### config.mk
export PLATFORM = sky130hd
export DESIGN_NAME = decimal_text_to_fixed_top_flat
export DESIGN_NICKNAME = d
export VERILOG_FILES = /design/src/rtl/dtf_pkg.sv /design/src/rtl/dtf_if.sv /design/src/rtl/dtf_in_reg.sv /design/src/rtl/dtf_parse.sv /design/src/rtl/dtf_result.sv /design/src/rtl/decimal_text_to_fixed_top.sv /design/src/flat_wrapper.sv
export SDC_FILE = /design/constraint.sdc
export NUM_CORES = 1
export LEC_CHECK = 0
export BUFFER_PORTS_ARGS = -buffer_cell sky130_fd_sc_hd__buf_2
export CORE_ASPECT_RATIO = 1.4
export CORE_MARGIN = 3
export CORE_UTILIZATION = 58
export CTS_CLUSTER_SIZE = 20
export DETAILED_ROUTE_END_ITERATION = 7
export PLACE_DENSITY = 0.77
export SETUP_SLACK_MARGIN = 0.2
export SLEW_MARGIN = 20
export SYNTH_ARGS = -nofsm -noshare
export SYNTH_HDL_FRONTEND = slang
export SYNTH_HIERARCHICAL = 1
export SYNTH_SLANG_ARGS = --single-unit
### constraint.sdc
create_clock -name clk -period 5.89 [get_ports clk]
set_clock_uncertainty 0.05 [all_clocks]
set_input_delay 0.2945 -clock clk [delete_from_list [all_inputs] [get_ports clk]]
set_output_delay 0.2945 -clock clk [all_outputs]
set_load 0.05 [all_outputs]
### src/rtl/dtf_pkg.sv
// Shared types, character codes and the fraction weight table function.
package dtf_pkg;

  // Parse phases
  typedef enum logic [2:0] {
    PH_LEAD,
    PH_INT,
    PH_FRAC,
    PH_TRAIL,
    PH_ERR
  } phase_t;

  // Status that travels from the parser to the result stage
  typedef struct packed {
    logic well_formed;
    logic minus;
    logic clamp;
  } parse_flags_t;

  localparam int SYM_W = 8;
  localparam int OUT_W = 32;

  localparam logic [SYM_W-1:0] CH_TAB   = 8'd9;
  localparam logic [SYM_W-1:0] CH_CR    = 8'd13;
  localparam logic [SYM_W-1:0] CH_SPACE = 8'd32;
  localparam logic [SYM_W-1:0] CH_PLUS  = 8'd43;
  localparam logic [SYM_W-1:0] CH_MINUS = 8'd45;
  localparam logic [SYM_W-1:0] CH_POINT = 8'd46;
  localparam logic [SYM_W-1:0] CH_ZERO  = 8'd48;
  localparam logic [SYM_W-1:0] CH_NINE  = 8'd57;

  // Entries of the digit weight table; the weight reaches zero well before
  // the last entry for any weight width up to 48 bits.
  localparam int WEIGHT_DEPTH = 20;
  localparam int WCNT_W       = $clog2(WEIGHT_DEPTH);

  // Weight of the fraction digit at position k (k digits already taken):
  // start at 0.1 rounded, then divide by ten rounding half up per digit.
  function automatic logic [63:0] weight_at(input int wbits, input int k);
    logic [63:0] w;
    w = ((64'd1 << wbits) + 64'd5) / 64'd10;
    for (int i = 0; i < k; i++) begin
      w = (w + 64'd5) / 64'd10;
    end
    return w;
  endfunction

endpackage

### src/rtl/dtf_if.sv
// Valid/ready channel interfaces for characters in and parse results out.
interface dtf_in_if;
  logic                           valid;
  logic                           ready;
  logic [dtf_pkg::SYM_W-1:0]      symbol;
  logic                           finish;

  modport source (output valid, output symbol, output finish, input ready);
  modport sink   (input valid, input symbol, input finish, output ready);
endinterface

interface dtf_out_if;
  logic                           valid;
  logic                           ready;
  logic signed [dtf_pkg::OUT_W-1:0] result_value;
  logic                           well_formed;
  logic                           saturated;

  modport source (output valid, output result_value, output well_formed,
                  output saturated, input ready);
  modport sink   (input valid, input result_value, input well_formed,
                  input saturated, output ready);
endinterface

### src/rtl/dtf_in_reg.sv
// Input register: holds one accepted character request until it is consumed.
module dtf_in_reg (
  input  logic                      clk,
  input  logic                      rst_n,
  input  logic                      in_valid,
  output logic                      in_ready,
  input  logic [dtf_pkg::SYM_W-1:0] in_symbol,
  input  logic                      in_finish,
  input  logic                      consume,
  output logic                      q_valid,
  output logic [dtf_pkg::SYM_W-1:0] q_symbol,
  output logic                      q_finish
);

  logic                      valid_r;
  logic [dtf_pkg::SYM_W-1:0] symbol_r;
  logic                      finish_r;

  assign in_ready = !valid_r || consume;
  assign q_valid  = valid_r;
  assign q_symbol = symbol_r;
  assign q_finish = finish_r;

  always_ff @(posedge clk) begin
    if (!rst_n) begin
      valid_r <= 1'b0;
    end else if (in_valid && in_ready) begin
      valid_r <= 1'b1;
    end else if (consume) begin
      valid_r <= 1'b0;
    end
  end

  // Payload: load on accept only
  always_ff @(posedge clk) begin
    if (in_valid && in_ready) begin
      symbol_r <= in_symbol;
      finish_r <= in_finish;
    end
  end

endmodule

### src/rtl/dtf_parse.sv
// Parse state machine with saturating integer and fraction accumulators.
module dtf_parse #(
  parameter int INT_BITS    = 15,
  parameter int WEIGHT_BITS = 32
) (
  input  logic                      clk,
  input  logic                      rst_n,
  input  logic                      step,
  input  logic                      clear,
  input  logic [dtf_pkg::SYM_W-1:0] symbol,
  output logic [INT_BITS-1:0]       whole,
  output logic [WEIGHT_BITS-1:0]    frac_sum,
  output dtf_pkg::parse_flags_t     flags
);

  localparam logic [INT_BITS-1:0]    WHOLE_MAX = {INT_BITS{1'b1}};
  localparam logic [WEIGHT_BITS-1:0] FRAC_MAX  = {WEIGHT_BITS{1'b1}};

  dtf_pkg::phase_t               phase_r, phase_nxt;
  logic                          minus_r, minus_nxt;
  logic                          clamp_r, clamp_nxt;
  logic [INT_BITS-1:0]           whole_r, whole_nxt;
  logic [WEIGHT_BITS-1:0]        frac_r, frac_nxt;
  logic [dtf_pkg::WCNT_W-1:0]    cnt_r, cnt_nxt;

  logic [WEIGHT_BITS-1:0]        wtab [dtf_pkg::WEIGHT_DEPTH];

  logic                          is_blank, is_digit, is_sign;
  logic [3:0]                    digit;
  logic                          take_whole, take_frac, take_sign;
  logic [INT_BITS+3:0]           whole_prod;
  logic [WEIGHT_BITS+4:0]        frac_add;

  for (genvar k = 0; k < dtf_pkg::WEIGHT_DEPTH; k++) begin : g_wtab
    assign wtab[k] = WEIGHT_BITS'(dtf_pkg::weight_at(WEIGHT_BITS, k));
  end

  always_comb begin
    is_blank = (symbol == dtf_pkg::CH_SPACE) ||
               ((symbol >= dtf_pkg::CH_TAB) && (symbol <= dtf_pkg::CH_CR));
    is_digit = (symbol >= dtf_pkg::CH_ZERO) && (symbol <= dtf_pkg::CH_NINE);
    is_sign  = (symbol == dtf_pkg::CH_PLUS) || (symbol == dtf_pkg::CH_MINUS);
    digit    = 4'(symbol - dtf_pkg::CH_ZERO);
  end

  // Next phase
  always_comb begin
    phase_nxt = phase_r;
    case (phase_r)
      dtf_pkg::PH_LEAD: begin
        if (is_blank) begin
          phase_nxt = dtf_pkg::PH_LEAD;
        end else if (is_sign || is_digit) begin
          phase_nxt = dtf_pkg::PH_INT;
        end else if (symbol == dtf_pkg::CH_POINT) begin
          phase_nxt = dtf_pkg::PH_FRAC;
        end else begin
          phase_nxt = dtf_pkg::PH_ERR;
        end
      end
      dtf_pkg::PH_INT: begin
        if (is_digit) begin
          phase_nxt = dtf_pkg::PH_INT;
        end else if (symbol == dtf_pkg::CH_POINT) begin
          phase_nxt = dtf_pkg::PH_FRAC;
        end else if (is_blank) begin
          phase_nxt = dtf_pkg::PH_TRAIL;
        end else begin
          phase_nxt = dtf_pkg::PH_ERR;
        end
      end
      dtf_pkg::PH_FRAC: begin
        if (is_digit) begin
          phase_nxt = dtf_pkg::PH_FRAC;
        end else if (is_blank) begin
          phase_nxt = dtf_pkg::PH_TRAIL;
        end else begin
          phase_nxt = dtf_pkg::PH_ERR;
        end
      end
      dtf_pkg::PH_TRAIL: begin
        phase_nxt = is_blank ? dtf_pkg::PH_TRAIL : dtf_pkg::PH_ERR;
      end
      default: begin
        phase_nxt = dtf_pkg::PH_ERR;
      end
    endcase
  end

  // Actions for the current character
  always_comb begin
    take_whole = 1'b0;
    take_frac  = 1'b0;
    take_sign  = 1'b0;
    case (phase_r)
      dtf_pkg::PH_LEAD: begin
        take_sign  = !is_blank && is_sign;
        take_whole = !is_blank && is_digit;
      end
      dtf_pkg::PH_INT: begin
        take_whole = is_digit;
      end
      dtf_pkg::PH_FRAC: begin
        take_frac = is_digit;
      end
      default: begin
        take_whole = 1'b0;
      end
    endcase
  end

  // Accumulator updates
  always_comb begin
    whole_prod = {whole_r, 3'b000} + {3'b000, whole_r, 1'b0} +
                 (INT_BITS+4)'(digit);
    frac_add   = (WEIGHT_BITS+5)'(frac_r) + (WEIGHT_BITS+5)'(wtab[cnt_r] * digit);

    minus_nxt = minus_r;
    clamp_nxt = clamp_r;
    whole_nxt = whole_r;
    frac_nxt  = frac_r;
    cnt_nxt   = cnt_r;

    if (take_sign) begin
      minus_nxt = (symbol == dtf_pkg::CH_MINUS);
    end
    if (take_whole) begin
      if (whole_prod > (INT_BITS+4)'(WHOLE_MAX)) begin
        whole_nxt = WHOLE_MAX;
        clamp_nxt = 1'b1;
      end else begin
        whole_nxt = whole_prod[INT_BITS-1:0];
      end
    end
    if (take_frac) begin
      frac_nxt = (frac_add > (WEIGHT_BITS+5)'(FRAC_MAX)) ? FRAC_MAX
                                                         : frac_add[WEIGHT_BITS-1:0];
      if (cnt_r != dtf_pkg::WCNT_W'(dtf_pkg::WEIGHT_DEPTH - 1)) begin
        cnt_nxt = cnt_r + 1'b1;
      end
    end
  end

  always_ff @(posedge clk) begin
    if (!rst_n || clear) begin
      phase_r <= dtf_pkg::PH_LEAD;
      minus_r <= 1'b0;
      clamp_r <= 1'b0;
      whole_r <= '0;
      frac_r  <= '0;
      cnt_r   <= '0;
    end else if (step) begin
      phase_r <= phase_nxt;
      minus_r <= minus_nxt;
      clamp_r <= clamp_nxt;
      whole_r <= whole_nxt;
      frac_r  <= frac_nxt;
      cnt_r   <= cnt_nxt;
    end
  end

  assign whole             = whole_r;
  assign frac_sum          = frac_r;
  assign flags.well_formed = (phase_r != dtf_pkg::PH_ERR);
  assign flags.minus       = minus_r;
  assign flags.clamp       = clamp_r;

endmodule

### src/rtl/dtf_result.sv
// Result stage: rounds and caps the magnitude, applies the sign, holds the result.
module dtf_result #(
  parameter int INT_BITS    = 15,
  parameter int FRAC_BITS   = 16,
  parameter int WEIGHT_BITS = 32
) (
  input  logic                               clk,
  input  logic                               rst_n,
  input  logic                               load,
  output logic                               free,
  input  logic [INT_BITS-1:0]                whole,
  input  logic [WEIGHT_BITS-1:0]             frac_sum,
  input  dtf_pkg::parse_flags_t              flags,
  output logic                               out_valid,
  input  logic                               out_ready,
  output logic signed [dtf_pkg::OUT_W-1:0]   out_result_value,
  output logic                               out_well_formed,
  output logic                               out_saturated
);

  localparam int MAG_W = INT_BITS + FRAC_BITS + 1;
  localparam int CW    = (MAG_W > dtf_pkg::OUT_W) ? MAG_W : dtf_pkg::OUT_W;
  localparam logic [CW-1:0] CAP = (INT_BITS + FRAC_BITS >= 31)
                                  ? CW'(32'h7FFF_FFFF)
                                  : ((CW'(1) << (INT_BITS + FRAC_BITS)) - CW'(1));

  logic [FRAC_BITS:0]              frac_rnd;
  logic [MAG_W-1:0]                mag;
  logic [CW-1:0]                   mag_ext, mag_cap;
  logic [dtf_pkg::OUT_W-1:0]       mag32;

  logic                            valid_r;
  logic [dtf_pkg::OUT_W-1:0]       value_r;
  logic                            wf_r, sat_r;

  // Fraction to FRAC_BITS, rounded half up
  if (WEIGHT_BITS > FRAC_BITS) begin : g_round
    localparam int SH = WEIGHT_BITS - FRAC_BITS;
    logic [WEIGHT_BITS:0] frac_biased;
    assign frac_biased = {1'b0, frac_sum} + ((WEIGHT_BITS+1)'(1) << (SH - 1));
    assign frac_rnd    = frac_biased[WEIGHT_BITS:SH];
  end else if (WEIGHT_BITS == FRAC_BITS) begin : g_same
    assign frac_rnd = {1'b0, frac_sum};
  end else begin : g_widen
    assign frac_rnd = {1'b0, frac_sum, {(FRAC_BITS - WEIGHT_BITS){1'b0}}};
  end

  always_comb begin
    mag     = {1'b0, whole, {FRAC_BITS{1'b0}}} + MAG_W'(frac_rnd);
    mag_ext = CW'(mag);
    mag_cap = (mag_ext > CAP) ? CAP : mag_ext;
    mag32   = mag_cap[dtf_pkg::OUT_W-1:0];
  end

  assign free = !valid_r || out_ready;

  always_ff @(posedge clk) begin
    if (!rst_n) begin
      valid_r <= 1'b0;
    end else if (load) begin
      valid_r <= 1'b1;
    end else if (out_ready) begin
      valid_r <= 1'b0;
    end
  end

  always_ff @(posedge clk) begin
    if (load) begin
      value_r <= flags.minus ? (dtf_pkg::OUT_W'(0) - mag32) : mag32;
      wf_r    <= flags.well_formed;
      sat_r   <= flags.clamp;
    end
  end

  assign out_valid        = valid_r;
  assign out_result_value = signed'(value_r);
  assign out_well_formed  = wf_r;
  assign out_saturated    = sat_r;

endmodule

### src/rtl/decimal_text_to_fixed_top.sv
// Top level of the decimal text to fixed-point parser.
//
// Usage:
//   in_chan carries one character request per transfer (symbol, finish).
//   Ordinary characters advance the parse and produce nothing; a request
//   with finish high ends the string, produces one result on out_chan and
//   returns the parser to its start state. symbol is ignored on finish.
//   out_chan carries result_value (signed, FRAC_BITS fraction bits, capped
//   at 2^31-1 in magnitude), well_formed and saturated.
// Throughput and flow:
//   One request per cycle, while no finish waits on a busy result register.
//   A request is held in the input register, then updates the parse state
//   or loads the result register.
// Stall behavior:
//   While a result waits on out_chan, characters keep flowing; only a
//   second finish waits in the input register until the result is taken.
// Reset:
//   rst_n (synchronous, active low) empties both registers and puts the
//   parser at the start of a string with zero value.
module decimal_text_to_fixed_top #(
  parameter int INT_BITS    = 15,
  parameter int FRAC_BITS   = 16,
  parameter int WEIGHT_BITS = 32
) (
  input  logic         clk,
  input  logic         rst_n,
  dtf_in_if.sink       in_chan,
  dtf_out_if.source    out_chan
);

  logic                      q_valid;
  logic [dtf_pkg::SYM_W-1:0] q_symbol;
  logic                      q_finish;
  logic                      consume;
  logic                      res_free;
  logic [INT_BITS-1:0]       whole;
  logic [WEIGHT_BITS-1:0]    frac_sum;
  dtf_pkg::parse_flags_t     flags;

  // Advance a character always; advance a finish only when the result
  // register can take it.
  assign consume = q_valid && (!q_finish || res_free);

  dtf_in_reg u_in_reg (
    .clk       (clk),
    .rst_n     (rst_n),
    .in_valid  (in_chan.valid),
    .in_ready  (in_chan.ready),
    .in_symbol (in_chan.symbol),
    .in_finish (in_chan.finish),
    .consume   (consume),
    .q_valid   (q_valid),
    .q_symbol  (q_symbol),
    .q_finish  (q_finish)
  );

  dtf_parse #(
    .INT_BITS    (INT_BITS),
    .WEIGHT_BITS (WEIGHT_BITS)
  ) u_parse (
    .clk      (clk),
    .rst_n    (rst_n),
    .step     (consume && !q_finish),
    .clear    (consume && q_finish),
    .symbol   (q_symbol),
    .whole    (whole),
    .frac_sum (frac_sum),
    .flags    (flags)
  );

  // Capture the result from the current parse state on the finish request
  dtf_result #(
    .INT_BITS    (INT_BITS),
    .FRAC_BITS   (FRAC_BITS),
    .WEIGHT_BITS (WEIGHT_BITS)
  ) u_result (
    .clk              (clk),
    .rst_n            (rst_n),
    .load             (consume && q_finish),
    .free             (res_free),
    .whole            (whole),
    .frac_sum         (frac_sum),
    .flags            (flags),
    .out_valid        (out_chan.valid),
    .out_ready        (out_chan.ready),
    .out_result_value (out_chan.result_value),
    .out_well_formed  (out_chan.well_formed),
    .out_saturated    (out_chan.saturated)
  );

endmodule
### src/flat_wrapper.sv
// flat-port wrapper written by rule: the top's interface ports become plain ports
module decimal_text_to_fixed_top_flat 
#(
  parameter int INT_BITS    = 15,
  parameter int FRAC_BITS   = 16,
  parameter int WEIGHT_BITS = 32
)
  (clk, rst_n, in_chan_valid, in_chan_symbol, in_chan_finish, in_chan_ready, out_chan_valid, out_chan_result_value, out_chan_well_formed, out_chan_saturated, out_chan_ready);
  dtf_in_if in_chan_i ();
  dtf_out_if out_chan_i ();
  input  logic clk;
  input  logic rst_n;
  input wire logic [$bits(in_chan_i.valid)-1:0] in_chan_valid;
  input wire logic [$bits(in_chan_i.symbol)-1:0] in_chan_symbol;
  input wire logic [$bits(in_chan_i.finish)-1:0] in_chan_finish;
  output wire logic [$bits(in_chan_i.ready)-1:0] in_chan_ready;
  output wire logic [$bits(out_chan_i.valid)-1:0] out_chan_valid;
  output wire logic [$bits(out_chan_i.result_value)-1:0] out_chan_result_value;
  output wire logic [$bits(out_chan_i.well_formed)-1:0] out_chan_well_formed;
  output wire logic [$bits(out_chan_i.saturated)-1:0] out_chan_saturated;
  input wire logic [$bits(out_chan_i.ready)-1:0] out_chan_ready;
  assign in_chan_i.valid = in_chan_valid;
  assign in_chan_i.symbol = in_chan_symbol;
  assign in_chan_i.finish = in_chan_finish;
  assign in_chan_ready = in_chan_i.ready;
  assign out_chan_valid = out_chan_i.valid;
  assign out_chan_result_value = out_chan_i.result_value;
  assign out_chan_well_formed = out_chan_i.well_formed;
  assign out_chan_saturated = out_chan_i.saturated;
  assign out_chan_i.ready = out_chan_ready;
  decimal_text_to_fixed_top #(.INT_BITS(INT_BITS), .FRAC_BITS(FRAC_BITS), .WEIGHT_BITS(WEIGHT_BITS)) u_core (.clk(clk), .rst_n(rst_n), .in_chan(in_chan_i), .out_chan(out_chan_i));
endmodule
# Word-level counts from Yosys, hierarchy flattened
# Memory sizes are Yosys's and may differ from the RTL's.
# Cells that the tools add are included.
totals:
  inputBits: 13
  romBits: 1024
  mem_count: 1
  reg_bits: 102
  latchBits: 0
  out_inout_bits: 36
  ram_bits: 0
memory_table:
  columns: ["name", "words", "width", "read_ports", "rd_clocked_by_memory_dff", "write_ports", "line_no", "text"]
  rows:
  - ["(name not given)", 32, 32, 1, 0, 0, "dtf_parse.sv:116", "frac_add = (WEIGHT_BITS+5)'(frac_r) + (WEIGHT_BITS+5)'(wtab[cnt_r] * digit);"]
op_classes:
  n_shift: 0
  order_cmp: 8
  n_reduce_logical: 28
  bitwise: 1
  mux: 21
  eq_ne: 9
  n_addsub: 8
  mul: 1
  div: 0
ops:
  columns: ["cell", "count"]
  rows:
  - ["$mux W32", 5]
  - ["$add A32 B36 Y37", 1]
  - ["$gt A37 B32 Y1 const B", 1]
  - ["$mul A32 B4 Y36", 1]
  - ["$add A32 B16 Y33 const B", 1]
  - ["$add A31 B17 Y32", 1]
  - ["$eq A8 B6 Y1 const B", 4]
  - ["$gt A32 B31 Y1 const B", 1]
  - ["$sub A1 B32 Y32 const A", 1]
  - ["$mux W3", 7]
  - ["$add A18 B16 Y19", 1]
  - ["$add A19 B4 Y19", 1]
  - ["$gt A19 B15 Y1 const B", 1]
  - ["$mux W15", 1]
  - ["$pmux W3 S4", 1]
  - ["$ge A8 B4 Y1 const B", 1]
  - ["$ge A8 B6 Y1 const B", 1]
  - ["$le A8 B4 Y1 const B", 1]
  - ["$le A8 B6 Y1 const B", 1]
  - ["$logic_and A1 B1 Y1", 8]
  - ["$logic_or A1 B1 Y1", 7]
  - ["$eq A3 B2 Y1 const B", 2]
  - ["$ge A6 B6 Y1 const B", 1]
  - ["$mux W1", 6]
  - ["12 further kinds", 20]

# Depth between registers and ports, before layout
logic_depth:
  word_depth: 8
  mapped_depth: 26

# Modules after synthesis
# The synthesis kept the hierarchy.
by_module_without_submodules:
  columns: ["mod", "seq_area_each_um2", "cells_each", "area_each_um2", "n_inst"]
  rows:
  - ["dtf_parse", 1141.1, 964, 7732.4, 1]
  - ["dtf_result", 1041.0, 344, 3066.7, 1]
  - ["dtf_in_reg", 290.3, 14, 327.8, 1]
  - ["decimal_text_to_fixed_top", 0.0, 4, 27.5, 1]

# Worst setup path before layout
# No wires, ideal clock.
synth_timing:
  kind: "reg2reg"
  from: "register u_core/u_parse/cnt_r[1] (netlist bit)"
  to: "register u_core.u_parse.frac_r[18], in the netlist u_core/u_parse/frac_sum[18]"
  setup_ps: 119
  path_buffers: 3
  stages_incl_launch_ff: 23
  t_required_ps: 5721
  slack_ps: 292
  period_less_slack_ps: 5598
  t_arrival_ps: 5428
  cell_sequence: "dfxtp_1 -> clkbuf_1 -> inv_1 -> ha_1 -> and3_1 -> and2_1 -> or2_2 -> fa_1 -> fa_1 -> inv_1 -> fa_1 -> inv_1 -> ha_1 -> and3_4 -> and3_4 -> o21ba_2 -> or3_4 -> o21ai_4 -> and4_1 -> mux2_4 -> buf_6 -> buf_8 -> a21oi_1"
synth_via:
  elab_chain_cells: 8
synth_lines:
  columns: ["element", "line_no", "text"]
  rows:
  - ["start: declaration", "dtf_parse.sv:24", "logic [dtf_pkg::WCNT_W-1:0] cnt_r, cnt_nxt;"]
  - ["start signal: assignment", "dtf_parse.sv:158", "cnt_r <= cnt_nxt;"]
  - ["$not A5 Y6 (not written as such) *", "dtf_parse.sv:116", null]
  - ["$mem_v2 Z32 W32 *", null, null]
  - ["$mux W32 (not written as such) * (2 in a row)", "dtf_parse.sv:116", null]
  - ["$mul A32 B4 Y36 *", "dtf_parse.sv:116", null]
  - ["$add A32 B36 Y37 *", "dtf_parse.sv:116", null]
  - ["$gt A37 B32 Y1", "dtf_parse.sv:136", "frac_nxt = (frac_add > (WEIGHT_BITS+5)'(FRAC_MAX)) ? FRAC_MAX"]
  - ["$mux W32 *", "dtf_parse.sv:136", null]
  - ["end signal: assignment", "dtf_parse.sv:157", "frac_r <= frac_nxt;"]
  - ["end: declaration", "dtf_parse.sv:23", "logic [WEIGHT_BITS-1:0] frac_r, frac_nxt;"]
# Every way passes the cells marked *; elsewhere a longest branch is shown, timed or not. The select of a mux whose other input is x is not followed.
# A chain may end at the register's enable or synchronous reset.

# Worst setup path in the final report
layout_timing:
  from: "register u_core/u_parse/cnt_r[0] (netlist bit)"
  to: "register u_core.u_parse.frac_r[7], in the netlist u_core/u_parse/frac_sum[7]"
# Same word-level chain as after synthesis.

==> flow_summary.ini <==
[run_status]
run_status = finished, final reports clean

[die]
rows = 59
pin_count = 49
die-area_um2 = 20960
core_um2 = 18750
die_y_um = 170.1
die_x_um = 123.2
initial_core_util = 0.5949

[clock_network]
clk_latency_ns = 0.37
cts_root_buf = clkbuf_16
cts.path.max_buffers = 2
path_clk_slew_ns = 0.07
htree_levels = 3
cts.sinks = 102
cts_tree = yes
cts_hold_buffers = 0
numCtsBuffers = 9

[critical_path]
rr_worst_depth = 20
crit_path_end_kind = register
critical_path_arrival_ns = 5.66
r2r_slack_ns = 0.43
crit_chain = inv_1, ha_2, and3_1, and2_1, or2_2, fa_1, fa_1, inv_1, fa_1, inv_1, ha_1, buf_4, nand3_1, nand3_1, o21ba_2, or3_4, o21ai_4, and4_4, mux2_4, a21oi_1
critPathLaunchType = register
slowest_stage = fa_1
worst_ep_required_time_ns = 6.09
path_max_fanout = 8
critical_path_class = reg -> reg
slowest_delay_ns = 0.57

[yosys]
synth_edf_count = 43
syn-cell-area_um2 = 11150
ys_seq_elements = 102
yosysWarnings = 6
ys_seq_area_frac = 0.2216
syn-num-nets = 1507
synthArstFlopShare = 0
ys.flop_type = dfxtp_1
yosys.cell_types.count = 92
syn_avg_cell_area_um2 = 8.412
postSynthCellCount = 1326

[place]
hpwl_um = 20880
place.gp.congestion = 0.9905
dpl_worst_slack_ns = 0.1395
portBuffers = 48

[global_routing]
grt_start_max_net_pins = 53
grt_usage = 0.2771
antenna_found_initial = 0
gr-total-overflow = 0
grt_pass1_vias = 9734
grt_util_met3 = 0.03424
grt_pass1_wl_um = 46690
use_met1 = 0.3129
grt-busiest-layer = met2
use_met2 = 0.5026

[pwr]
p_total_mw = 2.034
power.density_nw_per_um2 = 167.3
irDropWorstVdd_mv = 0.1043
p_leak_nw = 5.677

[hold_path]
hold_depth = 1
hold_class = in -> reg

[flow_run]
drv_cap = 0

[routing]
routedWlPerCell_um = 17.26
initialDrtViolationCount = 814
ant_nets = 0
wirelength_um = 27810
dr.pass1.iters = 8
vias = 9635
drc = 0
viasPerCell = 5.981

[cells_and_area]
final_nets = 1543
nFillCells = 1617
diodes = 0
multiInputGateArea_um2 = 7944
syn_to_final_growth_pct = 9.008
drive_gt1_frac = 0.1251
regArea_um2 = 2474

[timing]
slew_violations = 0
min_period_ns = 5.465
post-route-period-util = 0.9278
maxSlewHeadroom = 0.3349
fmax_ghz = 0.1830
finalHoldViolCount = 0
rsz0062_at_grt = no
tightest_slew_ns = 0.9900
totalNegativeSetupSlack_ns = 0
setup_viol = 0
fin_ws_ns = 0.4252
-- worst max-delay path: cells and delay by family, from the launching register on --
family	cells	cell delay, ns
adders and majority gates	5	2.08
AOI/OAI and AO/OA	3	0.51
DFF	1	0.40
and+or+nand+nor	7	1.63
buffers and inverters	4	0.37
muxes	1	0.29
-- through the flow --
stage                     hold WS [ns]  utilization  std cells  area (um^2)
after floorplan                 0.3434            -       1326        11150
final                          0.05085       0.6485       1611        12160
after CTS                      0.04450       0.6439       1609        12070
after global placement          0.3693       0.6216       1588        11650
after detailed placement        0.3719       0.6216       1588        11660
after global routing           0.03971       0.6485       1611        12160
-- area by class of cell --
type	instances	area share
clock buffers	13	0.02326
repair buffers	80	0.03951
well taps	244	0.02511
flip-flops and latches	102	0.2034
inverters	167	0.05155
clock inverters	3	0.003807
multi-input cells	1002	0.6533
-- registers in the layout (all words and copies together) (netlist names), 3 cells and up --
| signal | cells |
|---|---|
| u_core/u_parse/cnt_r | 5 |
| u_core/u_in_reg/q_symbol | 8 |
| u_core/u_result/out_result_value | 32 |
| u_core/u_parse/phase_r | 3 |
| u_core/u_parse/frac_sum | 32 |
| u_core/u_parse/whole | 15 |
-- layer usage --
layer  share of wire  routed length (um)  vias up
met5               0                   0        -
met4           0.051                1422        0
met3           0.042                1165      109
met2            0.52               14360      325
met1            0.39               10860     4537
li1                -                   -     4664
-- logic make-up (layout without fill, tap and decap cells) --
family          Yosys count  in the layout  share of synthesized area
compound gates          315            315                     0.1742
xor+xnor                 82             82                    0.06573
fa+ha+maj               168            168                     0.2409
buf+inv                 225            263                    0.08020
flops                   102            102                     0.2216
mux                      12             15                    0.01144
simple gates            422            422                     0.2058
-- power breakdown --
part           leakage, nW  switching, mW  internal [mW]
logic                 4.63          0.373          0.230
registers            0.887         0.0109          0.748
clock network        0.157          0.289          0.384
-- synthesized netlist by cell type, types with 4 or more instances --
| cell type | count | area [um^2] |
|---|---|---|
| nor3_1 | 38 | 190.2 |
| nand4_2 | 5 | 62.56 |
| nor4_1 | 8 | 50.05 |
| a31oi_1 | 22 | 137.6 |
| o21a_1 | 5 | 37.54 |
| nor4_4 | 4 | 85.08 |
| nand4_1 | 18 | 112.6 |
| or2_2 | 7 | 43.79 |
| buf_2 | 10 | 50.05 |
| ha_1 | 90 | 1126 |
| o21bai_1 | 4 | 30.03 |
| nor2b_1 | 8 | 50.05 |
| clkbuf_1 | 42 | 157.7 |
| o211ai_1 | 5 | 37.54 |
| nand2_1 | 89 | 334.1 |
| nor2_1 | 94 | 352.8 |
| a211oi_1 | 6 | 45.04 |
| a211o_1 | 4 | 35.03 |
| o21ai_0 | 84 | 420.4 |
| a22oi_1 | 4 | 30.03 |
| xor2_1 | 35 | 306.5 |
| and3_1 | 21 | 131.4 |
| and2_1 | 32 | 200.2 |
| a21oi_1 | 100 | 500.5 |
| nand3_1 | 40 | 200.2 |
| inv_1 | 166 | 623.1 |
| a221oi_1 | 4 | 35.03 |
| a21o_1 | 31 | 232.7 |
| mux2i_1 | 9 | 90.09 |
| o21ai_1 | 7 | 35.03 |
| nand2b_1 | 9 | 56.30 |
| fa_1 | 78 | 1562 |
| dfxtp_1 | 59 | 1181 |
| or3_1 | 13 | 81.33 |
| edfxtp_1 | 43 | 1291 |
| xnor2_1 | 45 | 394.1 |
-- final timing paths --
path	start	to
worst min register to register	u_core/u_parse/clamp_r	u_core/u_result/out_saturated
worst max-delay path	u_core/u_parse/cnt_r[0]	u_core/u_parse/frac_sum[7]
worst min-delay path	in_chan_symbol[4]	u_core/u_in_reg/q_symbol[4]
worst max register to register	u_core/u_parse/cnt_r[0]	u_core/u_parse/frac_sum[7]
-- cell usage in the layout (no fill, tap or decap), drive strengths merged, types with 5 or more instances in the layout --
cell / synthesis / routed
a211oi: 6 / 6
a21boi: 5 / 5
a21o: 31 / 31
a21oi: 103 / 103
a31oi: 22 / 22
and2: 34 / 34
and3: 25 / 25
buf: 16 / 80
clkbuf: 42 / 13
dfxtp: 59 / 59
edfxtp: 43 / 43
fa: 78 / 78
ha: 90 / 90
inv: 166 / 167
mux2: 3 / 6
mux2i: 9 / 9
nand2: 89 / 89
nand2b: 11 / 11
nand3: 42 / 42
nand4: 23 / 23
nor2: 94 / 94
nor2b: 8 / 8
nor3: 41 / 41
nor4: 13 / 13
o211ai: 6 / 6
o21a: 5 / 5
o21ai: 95 / 95
or2: 8 / 8
or3: 14 / 14
xnor2: 47 / 47
xor2: 35 / 35
-- what timing repair did --
action / 4_1_cts / 5_1_grt
gates resized for setup: 12 / 19
cloned: 3 / 0
endpoints found under the hold margin: 0 / 0
pin swaps: 1 / 3
setup endpoints to repair: 30 / 32
buffers inserted: 2 / 2
No activity file was read; power rests on OpenSTA's default activity.
